**src/sv/fpr_pkg.sv**
```systemverilog
// ----------------------------------------------------------------------------
// Framed packet receiver package
// Phase and status codes plus fixed field widths shared by the receiver files.
// ----------------------------------------------------------------------------
package fpr_pkg;

	// Fixed widths of the item fields.
	localparam int BYTE_W   = 8;
	localparam int ADDR_W   = 16;
	localparam int STATUS_W = 3;
	localparam int INDEX_W  = 6;
	localparam int CFG_IDX_W = 2;

	// Configuration register indexes.
	localparam logic [CFG_IDX_W-1:0] CFG_STATION = 2'd0;
	localparam logic [CFG_IDX_W-1:0] CFG_START   = 2'd1;
	localparam logic [CFG_IDX_W-1:0] CFG_END     = 2'd2;

	// Receiver phases.
	typedef enum logic [2:0] {
		PH_HUNT,
		PH_ADDR,
		PH_LEN,
		PH_DATA,
		PH_CHK,
		PH_END,
		PH_EMIT
	} phase_t;

	// Result status codes.
	typedef enum logic [STATUS_W-1:0] {
		ST_PAYLOAD       = 3'd0,
		ST_ADDR_MISMATCH = 3'd1,
		ST_CHK_OK        = 3'd2,
		ST_CHK_BAD       = 3'd3,
		ST_BAD_END       = 3'd4,
		ST_EMPTY         = 3'd5,
		ST_TOO_LONG      = 3'd6
	} status_t;

endpackage

```
**src/sv/fpr_ram.sv**
```systemverilog
// ----------------------------------------------------------------------------
// Generic single-port-write RAM
// One write port and one read port; the read data is registered and holds
// its value in cycles without a read enable.
// ----------------------------------------------------------------------------
module fpr_ram #(
	parameter int WIDTH = 8,
	parameter int DEPTH = 64
) (
	input  logic                                     clk,
	input  logic                                     we,
	input  logic [(DEPTH > 1 ? $clog2(DEPTH) : 1)-1:0] waddr,
	input  logic [WIDTH-1:0]                         wdata,
	input  logic                                     re,
	input  logic [(DEPTH > 1 ? $clog2(DEPTH) : 1)-1:0] raddr,
	output logic [WIDTH-1:0]                         rdata
);

	logic [WIDTH-1:0] mem_q [DEPTH];

	// Write port and registered read port.
	always_ff @(posedge clk) begin
		if (we) begin
			mem_q[waddr] <= wdata;
		end
		if (re) begin
			rdata <= mem_q[raddr];
		end
	end

endmodule

```
**src/sv/framed_packet_receiver_core.sv**
```systemverilog
// ----------------------------------------------------------------------------
// Framed packet receiver core
// Hunts for framed packets in a byte stream, checks address, length and
// checksum, buffers the payload and delivers it as a run on the end marker.
// ----------------------------------------------------------------------------
// Usage:
// The input channel (in_valid, in_ready, rx_byte) takes one received byte per
// item. The output channel (out_valid, out_ready and the result fields) gives
// status results and payload runs through a single output register.
// A byte is taken in every cycle in which the output register is empty or
// being emptied, so a frame streams in at one byte per cycle; a byte that
// causes a result shows it in the cycle after it is accepted.
// On an accepted end marker of a frame with a nonempty payload the block stops
// taking bytes and reads the payload buffer, one entry a cycle while the
// receiver takes every result, through its registered RAM read port; a stall
// of the receiver holds the reads.
// While out_valid is high and out_ready is low the result holds and no byte is taken.
// The configuration port (cfg_we, cfg_index, cfg_data) writes a register at once;
// the user must use it only while the block is idle; the block does not check.
// Reset returns the block to hunting, empties the output register and loads
// the register defaults; the payload buffer needs no clearing pass.
// ----------------------------------------------------------------------------
module framed_packet_receiver_core #(
	parameter int MAX_PAYLOAD = 64
) (
	input  logic                               clk,
	input  logic                               arst_n,
	input  logic                               cfg_we,
	input  logic [fpr_pkg::CFG_IDX_W-1:0]      cfg_index,
	input  logic [fpr_pkg::ADDR_W-1:0]         cfg_data,
	input  logic                               in_valid,
	output logic                               in_ready,
	input  logic [fpr_pkg::BYTE_W-1:0]         rx_byte,
	output logic                               out_valid,
	input  logic                               out_ready,
	output logic [fpr_pkg::STATUS_W-1:0]       status,
	output logic [fpr_pkg::BYTE_W-1:0]         payload_byte,
	output logic [fpr_pkg::INDEX_W-1:0]        byte_index,
	output logic                               checksum_good,
	output logic                               last
);

	localparam int AW    = (MAX_PAYLOAD > 1) ? $clog2(MAX_PAYLOAD) : 1;
	localparam int CNT_W = $clog2(MAX_PAYLOAD + 1);

	// Configuration registers.
	logic [fpr_pkg::ADDR_W-1:0] station_q;
	logic [fpr_pkg::BYTE_W-1:0] start_q;
	logic [fpr_pkg::BYTE_W-1:0] end_q;

	// Frame state.
	fpr_pkg::phase_t            phase_q, phase_d;
	logic [fpr_pkg::BYTE_W-1:0] addr_low_q, addr_low_d;
	logic                       high_next_q, high_next_d;
	logic [CNT_W-1:0]           length_q, length_d;
	logic [CNT_W-1:0]           count_q, count_d;
	logic [fpr_pkg::BYTE_W-1:0] sum_q, sum_d;
	logic                       matched_q, matched_d;

	// Run readout state.
	logic [CNT_W-1:0] issue_idx_q, issue_idx_d;
	logic             pending_q;
	logic [AW-1:0]    idx_s1;

	// Output register.
	logic                         out_valid_q;
	fpr_pkg::status_t             status_q;
	logic [fpr_pkg::BYTE_W-1:0]   byte_q;
	logic [fpr_pkg::INDEX_W-1:0]  index_q;
	logic                         good_q;
	logic                         last_q;

	// Result to load and RAM control.
	logic                         res_load;
	fpr_pkg::status_t             res_status;
	logic [fpr_pkg::BYTE_W-1:0]   res_byte;
	logic [fpr_pkg::INDEX_W-1:0]  res_index;
	logic                         res_good;
	logic                         res_last;
	logic                         ram_we;
	logic                         ram_re;
	logic [fpr_pkg::BYTE_W-1:0]   ram_rdata;

	logic                       load_ok;
	logic                       acc;
	logic [fpr_pkg::BYTE_W-1:0] sum_add;
	logic [CNT_W-1:0]           count_inc;
	logic [CNT_W-1:0]           idx_inc;

	// Handshake: bytes are refused while a run is read out or a result waits.
	assign load_ok   = !out_valid_q || out_ready;
	assign in_ready  = (phase_q != fpr_pkg::PH_EMIT) && load_ok;
	assign acc       = in_valid && in_ready;
	assign sum_add   = sum_q + rx_byte;
	assign count_inc = count_q + CNT_W'(1);
	assign idx_inc   = CNT_W'(idx_s1) + CNT_W'(1);

	// Configuration writes.
	always_ff @(posedge clk or negedge arst_n) begin
		if (!arst_n) begin
			station_q <= '0;
			start_q   <= 8'd2;
			end_q     <= 8'd3;
		end else if (cfg_we) begin
			unique case (cfg_index)
				fpr_pkg::CFG_STATION: station_q <= cfg_data;
				fpr_pkg::CFG_START:   start_q   <= cfg_data[fpr_pkg::BYTE_W-1:0];
				fpr_pkg::CFG_END:     end_q     <= cfg_data[fpr_pkg::BYTE_W-1:0];
				default: ;
			endcase
		end
	end

	// Outputs of the phase machine: result to load, buffer writes and reads.
	always_comb begin
		res_load   = 1'b0;
		res_status = fpr_pkg::ST_PAYLOAD;
		res_byte   = '0;
		res_index  = '0;
		res_good   = 1'b0;
		res_last   = 1'b1;
		ram_we     = 1'b0;
		ram_re     = 1'b0;
		unique case (phase_q)
			fpr_pkg::PH_HUNT: ;
			fpr_pkg::PH_ADDR: begin
				if (acc && high_next_q && ({rx_byte, addr_low_q} != station_q)) begin
					res_load   = 1'b1;
					res_status = fpr_pkg::ST_ADDR_MISMATCH;
				end
			end
			fpr_pkg::PH_LEN: begin
				if (acc && (rx_byte > fpr_pkg::BYTE_W'(MAX_PAYLOAD))) begin
					res_load   = 1'b1;
					res_status = fpr_pkg::ST_TOO_LONG;
				end
			end
			fpr_pkg::PH_DATA: begin
				ram_we = acc;
			end
			fpr_pkg::PH_CHK: begin
				if (acc) begin
					res_load   = 1'b1;
					res_good   = (rx_byte == sum_q);
					res_status = res_good ? fpr_pkg::ST_CHK_OK : fpr_pkg::ST_CHK_BAD;
				end
			end
			fpr_pkg::PH_END: begin
				if (acc) begin
					if (rx_byte != end_q) begin
						res_load   = 1'b1;
						res_status = fpr_pkg::ST_BAD_END;
					end else if (length_q == '0) begin
						res_load   = 1'b1;
						res_status = fpr_pkg::ST_EMPTY;
						res_good   = matched_q;
					end
				end
			end
			fpr_pkg::PH_EMIT: begin
				// A read is issued when no read data waits or the waiting data moves to the output register.
				ram_re     = (!pending_q || load_ok) && (issue_idx_q < length_q);
				res_load   = pending_q && load_ok;
				res_status = fpr_pkg::ST_PAYLOAD;
				res_byte   = ram_rdata;
				res_index  = fpr_pkg::INDEX_W'(idx_s1);
				res_good   = matched_q;
				res_last   = (idx_inc == length_q);
			end
			default: ;
		endcase
	end

	// Next phase and frame state.
	always_comb begin
		phase_d     = phase_q;
		addr_low_d  = addr_low_q;
		high_next_d = high_next_q;
		length_d    = length_q;
		count_d     = count_q;
		sum_d       = sum_q;
		matched_d   = matched_q;
		issue_idx_d = issue_idx_q;
		unique case (phase_q)
			fpr_pkg::PH_HUNT: begin
				if (acc && (rx_byte == start_q)) begin
					addr_low_d  = '0;
					high_next_d = 1'b0;
					length_d    = '0;
					count_d     = '0;
					sum_d       = '0;
					matched_d   = 1'b0;
					phase_d     = fpr_pkg::PH_ADDR;
				end
			end
			fpr_pkg::PH_ADDR: begin
				if (acc) begin
					sum_d = sum_add;
					if (!high_next_q) begin
						addr_low_d  = rx_byte;
						high_next_d = 1'b1;
					end else begin
						high_next_d = 1'b0;
						phase_d = ({rx_byte, addr_low_q} == station_q) ?
							fpr_pkg::PH_LEN : fpr_pkg::PH_HUNT;
					end
				end
			end
			fpr_pkg::PH_LEN: begin
				if (acc) begin
					sum_d = sum_add;
					if (rx_byte > fpr_pkg::BYTE_W'(MAX_PAYLOAD)) begin
						phase_d = fpr_pkg::PH_HUNT;
					end else begin
						length_d = CNT_W'(rx_byte);
						count_d  = '0;
						phase_d  = (rx_byte == '0) ? fpr_pkg::PH_CHK : fpr_pkg::PH_DATA;
					end
				end
			end
			fpr_pkg::PH_DATA: begin
				if (acc) begin
					sum_d   = sum_add;
					count_d = count_inc;
					if (count_inc >= length_q) begin
						phase_d = fpr_pkg::PH_CHK;
					end
				end
			end
			fpr_pkg::PH_CHK: begin
				if (acc) begin
					matched_d = (rx_byte == sum_q);
					phase_d   = fpr_pkg::PH_END;
				end
			end
			fpr_pkg::PH_END: begin
				if (acc) begin
					issue_idx_d = '0;
					if ((rx_byte == end_q) && (length_q != '0)) begin
						phase_d = fpr_pkg::PH_EMIT;
					end else begin
						phase_d = fpr_pkg::PH_HUNT;
					end
				end
			end
			fpr_pkg::PH_EMIT: begin
				if (ram_re) begin
					issue_idx_d = issue_idx_q + CNT_W'(1);
				end
				// The run ends when every entry is read and the last one is moved to the output register.
				if ((issue_idx_q == length_q) && (!pending_q || load_ok)) begin
					phase_d = fpr_pkg::PH_HUNT;
				end
			end
			default: phase_d = fpr_pkg::PH_HUNT;
		endcase
	end

	// Frame state registers.
	always_ff @(posedge clk or negedge arst_n) begin
		if (!arst_n) begin
			phase_q     <= fpr_pkg::PH_HUNT;
			addr_low_q  <= '0;
			high_next_q <= 1'b0;
			length_q    <= '0;
			count_q     <= '0;
			sum_q       <= '0;
			matched_q   <= 1'b0;
			issue_idx_q <= '0;
		end else begin
			phase_q     <= phase_d;
			addr_low_q  <= addr_low_d;
			high_next_q <= high_next_d;
			length_q    <= length_d;
			count_q     <= count_d;
			sum_q       <= sum_d;
			matched_q   <= matched_d;
			issue_idx_q <= issue_idx_d;
		end
	end

	// Read tracking: pending marks RAM read data not yet moved to the output.
	always_ff @(posedge clk or negedge arst_n) begin
		if (!arst_n) begin
			pending_q <= 1'b0;
		end else if (ram_re) begin
			pending_q <= 1'b1;
		end else if (res_load && (phase_q == fpr_pkg::PH_EMIT)) begin
			pending_q <= 1'b0;
		end
	end

	always_ff @(posedge clk) begin
		if (ram_re) begin
			idx_s1 <= issue_idx_q[AW-1:0];
		end
	end

	// Payload buffer.
	fpr_ram #(
		.WIDTH (fpr_pkg::BYTE_W),
		.DEPTH (MAX_PAYLOAD)
	) u_payload_ram (
		.clk   (clk),
		.we    (ram_we),
		.waddr (count_q[AW-1:0]),
		.wdata (rx_byte),
		.re    (ram_re),
		.raddr (issue_idx_q[AW-1:0]),
		.rdata (ram_rdata)
	);

	// Output register.
	always_ff @(posedge clk or negedge arst_n) begin
		if (!arst_n) begin
			out_valid_q <= 1'b0;
		end else if (res_load) begin
			out_valid_q <= 1'b1;
		end else if (out_ready) begin
			out_valid_q <= 1'b0;
		end
	end

	always_ff @(posedge clk) begin
		if (res_load) begin
			status_q <= res_status;
			byte_q   <= res_byte;
			index_q  <= res_index;
			good_q   <= res_good;
			last_q   <= res_last;
		end
	end

	assign out_valid     = out_valid_q;
	assign status        = status_q;
	assign payload_byte  = byte_q;
	assign byte_index    = index_q;
	assign checksum_good = good_q;
	assign last          = last_q;

endmodule

```
**config.mk**
```make
export PLATFORM = sky130hd
export DESIGN_NAME = framed_packet_receiver_core
export DESIGN_NICKNAME = d
export VERILOG_FILES = /design/src/sv/fpr_pkg.sv /design/src/sv/fpr_ram.sv /design/src/sv/framed_packet_receiver_core.sv
export SDC_FILE = /design/constraint.sdc
export NUM_CORES = 1
export LEC_CHECK = 0
export BUFFER_PORTS_ARGS = -buffer_cell sky130_fd_sc_hd__buf_2
export CAP_MARGIN = 20
export CORE_MARGIN = 5
export CORE_UTILIZATION = 56
export DETAILED_ROUTE_END_ITERATION = 10
export PLACE_DENSITY = 0.75
export SYNTH_ARGS = -nofsm -noshare
export SYNTH_HDL_FRONTEND = slang
export SYNTH_HIERARCHICAL = 1
export SYNTH_SLANG_ARGS = --single-unit
```
**constraint.sdc**
```tcl
create_clock -name clk -period 2.7 [get_ports clk]
set_clock_uncertainty 0.1 [all_clocks]
set_input_delay 0.54 -clock clk [delete_from_list [all_inputs] [get_ports clk]]
set_output_delay 0.54 -clock clk [all_outputs]
set_load 0.01 [all_outputs]
```
; ---- Word level (Yosys, flattened, before mapping)
; Memory sizes are Yosys's and may differ from the RTL's. A register that Yosys moved wholly into a read port is not among the register bits.
; Index checks and enable logic that the tools add are counted.
[word_totals]
word_cells = 162
latchBits = 0
input_bits = 31
n_memories = 1
output_inout_bits = 21
romBits = 0
regBits = 101
mem_bits_rw = 512
[memory_table]
columns = memory, words, word_bits, rd, rd_clocked_by_memory_dff, write_ports, line
row1 = u_payload_ram.mem_q, 64, 8, 1, 1, 1, fpr_ram.sv:19  ; logic [WIDTH-1:0] mem_q [DEPTH];
[classes]
mux = 65
reduce_logical = 40
bitwise = 0
order_cmp = 3
n_mul = 0
add_sub_neg = 4
n_eq_ne = 30
div_mod_pow = 0
shift = 0
[op_table]
columns = cell, n
row1 = 7-bit 2-to-1 mux, 8
row2 = 3-bit 2-to-1 mux, 16
row3 = 8-bit 2-to-1 mux, 4
row4 = 8-bit one-hot mux with 2 select lines, 2
row5 = 7-bit one-hot mux with 2 select lines, 2
row6 = 8-bit == test, 3
row7 = 1-bit 2-to-1 mux, 24
row8 = "2-bit != test, second input constant", 12
row9 = 3-bit one-hot mux with 7 select lines, 1
row10 = 7-bit one-hot mux with 3 select lines, 1
row11 = 16-bit == test, 1
row12 = 16-bit != test, 1
row13 = "7-bit by 1-bit adder with 7-bit output, second input constant", 2
row14 = 7-bit == test, 2
row15 = 2-bit nonzero test, 7
row16 = 3-bit one-hot mux with 4 select lines, 1
row17 = 3-bit AND reduction, 4
row18 = 1-bit logical AND, 11
row19 = "3-bit == test, second input constant", 3
row20 = 9-bit AND reduction, 1
row21 = 8-bit adder, 1
row22 = "8-bit by 7-bit greater-than comparator with 1-bit output, second input constant", 1
row23 = 8-bit zero test, 1
row24 = 8-bit != test, 1
row25 = other kinds (24), 32

; ---- Logic depth before layout (Yosys ltp)
[logic_depth]
ltp_word = 11
depth_mapped = 9
ltp_nobuf = 9

; ---- Modules after synthesis
; Netlist, hierarchy kept.
[by_module_without_submodules]
columns = module, area_each_um2, seq_area_each_um2, n_inst, cells_per_inst
row1 = fpr_ram, 20246.9, 15615.0, 1, 940
row2 = framed_packet_receiver_core, 5444.0, 2656.3, 1, 486

; ---- Least setup slack after synthesis
; OpenSTA, ideal clock, no wires.
[synth_path]
path_kind = input to register
start = in rx_byte[7] (netlist bit)
end = reg index_q (netlist bit byte_index[0]), enable pin
path_buffers = 1
arrival_ns = 2.157
t_required_ns = 2.224
slack_ns = 0.068
cell_stages = 7
setup_time_ns = 0.376
cell_sequence = buf_2 or4_4 nor4_4 nor4_1 nand2_1 o2111a_1 nand2_1
[synth_via]
elab_chain_len = 4
elab_cells_between_ends = 10
cone_classes = order compare (1) / eq/ne (2) / mux (5) / reduce/logical (2)
[synth_rtl]
columns = item, line
row1 = "start, declared", framed_packet_receiver_core.sv:33  ; input logic [fpr_pkg::BYTE_W-1:0] rx_byte,
row2 = 8-bit by 7-bit greater-than comparator with 1-bit output (tied with other cells), framed_packet_receiver_core.sv:133  ; if (acc && (rx_byte > fpr_pkg::BYTE_W'(MAX_PAYLOAD))) begin
row3 = 1-bit logical AND (tied with other cells), framed_packet_receiver_core.sv:133
row4 = "1-bit 2-to-1 mux, on equally long branches", "framed_packet_receiver_core.sv:133, framed_packet_receiver_core.sv:127, framed_packet_receiver_core.sv:149"
row5 = 1-bit one-hot mux with 5 select lines *, framed_packet_receiver_core.sv:124  ; unique case (phase_q)
row6 = net res_load, framed_packet_receiver_core.sv:74  ; logic res_load;
row7 = "end signal, assigned", framed_packet_receiver_core.sv:328  ; index_q <= res_index;
row8 = "end, declared", framed_packet_receiver_core.sv:69  ; logic [fpr_pkg::INDEX_W-1:0] index_q;
; The timed path passes the listed nets; every way through them passes the cells marked *.
; A chain may end at the register's enable or synchronous reset.

; ---- Worst setup path after layout
[layout_path]
start = reg issue_idx_q[0]
end = reg u_payload_ram.rdata[3], read port of u_payload_ram.mem_q (data pin)
[layout_via]
elab_chain_len = 3
[layout_rtl]
columns = item, line
row1 = "start, declared", framed_packet_receiver_core.sv:61  ; logic [CNT_W-1:0] issue_idx_q, issue_idx_d;
row2 = "start signal, assigned", framed_packet_receiver_core.sv:278  ; issue_idx_q <= issue_idx_d;
row3 = 7-bit less-than comparator, framed_packet_receiver_core.sv:162  ; ram_re = (!pending_q || load_ok) && (issue_idx_q < length_q);
row4 = 1-bit logical AND, framed_packet_receiver_core.sv:162
row5 = 1-bit 2-to-1 mux, framed_packet_receiver_core.sv:124
row6 = "end, declared", fpr_ram.sv:16  ; output logic [WIDTH-1:0] rdata
; Several ways; a longest one is shown, not always the timed one.

==> flow_summary.toml <==
[status]
outcome = "complete, but fails checks"
violations = "setup timing"

[timing]
finalSetupTns_ns = -0.00488
slew_viol_final = 0
maxSlewHeadroom_pct = 47.6
period_share_pct = 100
hold_viol = 0
finalSetupViolCount = 1
fin_crit_ns = 2.70
layout_setup_ws_ns = -0.00488
fmax_mhz = 370
worstMarginPinSlew_ns = 0.786

[place]
dp_hpwl_um = 37600
gp_congestion = 0.894
placed_cells = 2173
portBuffers = 51

[final_layout]
fin_nets = 1699
post-route-util_pct = 66.2
syn_to_final_growth_pct = 16.9
stdcell_count = 2290
nFillCells = 2918
final_common_cell = "edfxtp_1"
drive_gt1_share_pct = 30.9
antennaDiodeCount = 0
mostFrequentLayoutCells = "545 x edfxtp_1, 151 x buf_4, 126 x mux4_2"

[cts]
cts_sinks = 621
clkTransAtPathRegs_ns = 0.06
cts_buffer_depth = 3
cts_tree = "done"
cts_buffers = 59
clock_latency_ns = 0.62
cts_root_buf = "clkbuf_16"
h-tree-depth = 2

[synthesis]
synthDistinctLibCells = 71
yosysSeqAreaShare_pct = 71.1
yosysTopAreaCell = "edfxtp_1"
yosysWarnings = 6
synth.top_cell.area_share_pct = 63.7
synthArstFlopShare_pct = 12.2
ys.flop_type = "edfxtp_1"
ys_ff_latch = 621
netlist_instances = 1426
synth-edff-count = 545
synth_nets = 1482
yosys-top-cells-area = "edfxtp_1 64%, mux4_2 11%, dfrtp_1 7.1%"
syn-cell-area_um2 = 25700
syn-mean-instance-area_um2 = 18.0

[grt]
overflow = 0
antenna_found_initial = 1
grt_max_degree = 65
grt_pass1_vias = 14600
grt_use_total_pct = 23.7
grt_pass1_wl_um = 90400

[route]
dr.pass1.iters = 8
wire_per_inst_um = 25.9
wl_um = 59400
via_count = 14400
detail-route-antenna-nets = 0
viasPerCell = 6.27
drcViolationCount = 0
drt_iter0_markers = 1789

[power]
peakVddDrop_mv = 0.574
p_seq_share_pct = 51.5
finalPower_mw = 21.2
power_frac_clock_pct = 41.5
switching_share_pct = 21.9
power_frac_comb_pct = 7.0
power_density_nw_per_um2 = 707
leakagePower_nw = 10.2
intPower_mw = 16.6
p_switching_mw = 4.64

[worst_setup_path]
cp_max_fo = 13
r2r_end = "u_payload_ram/rdata[3]"
crit_type = "register to register"
crit_path_start_kind = "register"
timing.rr.start = "issue_idx_q[0]"
cp.required_ns = 2.94
worst_r2r_path_depth = 6
rrSetupSlack_ns = -0.005
crit_path_start = "issue_idx_q[0]"
cp_data_arrival_time_ns = 2.94
cp-end-kind = "register"

[floorplanning]
start_util_pct = 56.6
die_x_um = 224
die_height_um = 224
core_area_um2 = 45400
ios = 52
std_cell_rows = 78
die_area_um2 = 50300

[min_path]
hp-start = "cfg_data[15]"
hold_path_depth = 2
holdPathEnd = "station_q[15]"
hold_path.class = "input port to register"

[flow_run]
drv_cap = 0
## worst max-delay path, stage by stage (launching register included)
cell and delay, ns:
dfrtp_4 0.49, buf_4 0.19, buf_16 0.18, mux4_2 0.53
mux4_2 0.56, o21ai_1 0.20, o41ai_1 0.16
## area by class of cell
class                      count  area (um2)  area share (%)
clock buffer                  68        1520            5.06
clock inverter                40         563            1.87
inverter                      20        75.1           0.250
multi-input combinational    717        7030            23.4
sequential                   621       18300            60.9
tap                          600         751            2.50
timing repair buffer         224        1820            6.05
## registers in the layout, indices dropped and copies added (netlist names), 3 cells and up
name / flops
u_payload_ram/mem_q: 512
station_q: 16
idx_s1: 6
start_q: 8
sum_q: 8
count_q: 7
addr_low_q: 8
phase_q: 3
length_q: 7
payload_byte: 8
u_payload_ram/rdata: 8
byte_index: 6
status: 3
issue_idx_q: 7
end_q: 8
## cells in the mapped netlist, types with 5 or more instances
library cell / number
nor2b_1: 19
o221ai_1: 9
nand3_1: 28
nand3b_1: 7
mux4_2: 126
clkbuf_1: 22
buf_2: 23
edfxtp_1: 545
nand4_1: 14
a22o_1: 16
o22ai_1: 8
buf_6: 5
and2_1: 16
mux2_2: 48
xor2_1: 31
a221oi_1: 6
nor3_1: 17
nor4_1: 11
inv_1: 19
a21oi_1: 14
nand2b_1: 11
dfrtp_1: 73
ha_1: 24
o21ai_0: 19
xnor2_1: 19
mux2i_1: 35
nor2_1: 104
nand2_1: 60
buf_4: 13
## repair_timing
action,in CTS,in global routing
gates resized for setup,7,12
hold buffers,1,0
gates cloned,0,1
pin swaps,0,3
setup buffers,4,2
endpoints found under the hold margin,46,0
setup endpoints to repair,4,74
## layer usage
layer | GRT usage [%] | vias to the layer above | wire length (um)
met4 | 7.52 | 0 | 1910
met3 | 4.01 | 114 | 5440
met5 | 0 | - | 0
met1 | 34.8 | 7366 | 23600
met2 | 37.1 | 766 | 28400
li1 | - | 6123 | -
## power groups by stage
stage                     combinational, mW  clock, mW  sequential [mW]
final                                  1.48       8.81             10.9
after global routing                   1.63       9.37             11.0
after CTS                              1.46       8.93             10.9
after detailed placement               1.45          0             11.1
after global placement                 1.39          0             11.1
after floorplan                       0.885          0             11.1
## cells by family after synthesis
| group | count (synthesis) | synth area share, % |
|---|---|---|
| AOI/OAI and AO/OA | 125 | 3.65 |
| xor gates and xnor gates | 50 | 1.70 |
| adders and majority gates | 25 | 1.25 |
| buffers and inverters | 88 | 1.86 |
| DFF | 621 | 71.1 |
| muxes | 210 | 14.6 |
| and+or+nand+nor | 307 | 5.86 |
## worst max-delay path by stage
stage,to,slack (ns),depth (start not counted)
4_1_cts,phase_q[1],-0.0005,9
3_3_place_gp,u_payload_ram/rdata[5],-0.13,7
5_1_grt,u_payload_ram/mem_q[62][0],-0.02,10
6_report,u_payload_ram/rdata[3],-0.005,6
2_1_floorplan,byte_index[0],0.07,7
3_5_place_dp,u_payload_ram/mem_q[42][2],-0.11,10
## metrics by stage
stage                     setup slack, ns  instance area, um2  hold slack [ns]
after CTS                       -0.000492               29900           0.0173
after global placement             -0.128               27800            0.358
after global routing              -0.0172               30000           0.0325
after detailed placement           -0.107               27800            0.366
final                            -0.00488               30000           0.0445
after floorplan                    0.0676               25700            0.144
(Power assumes the default switching activity.)
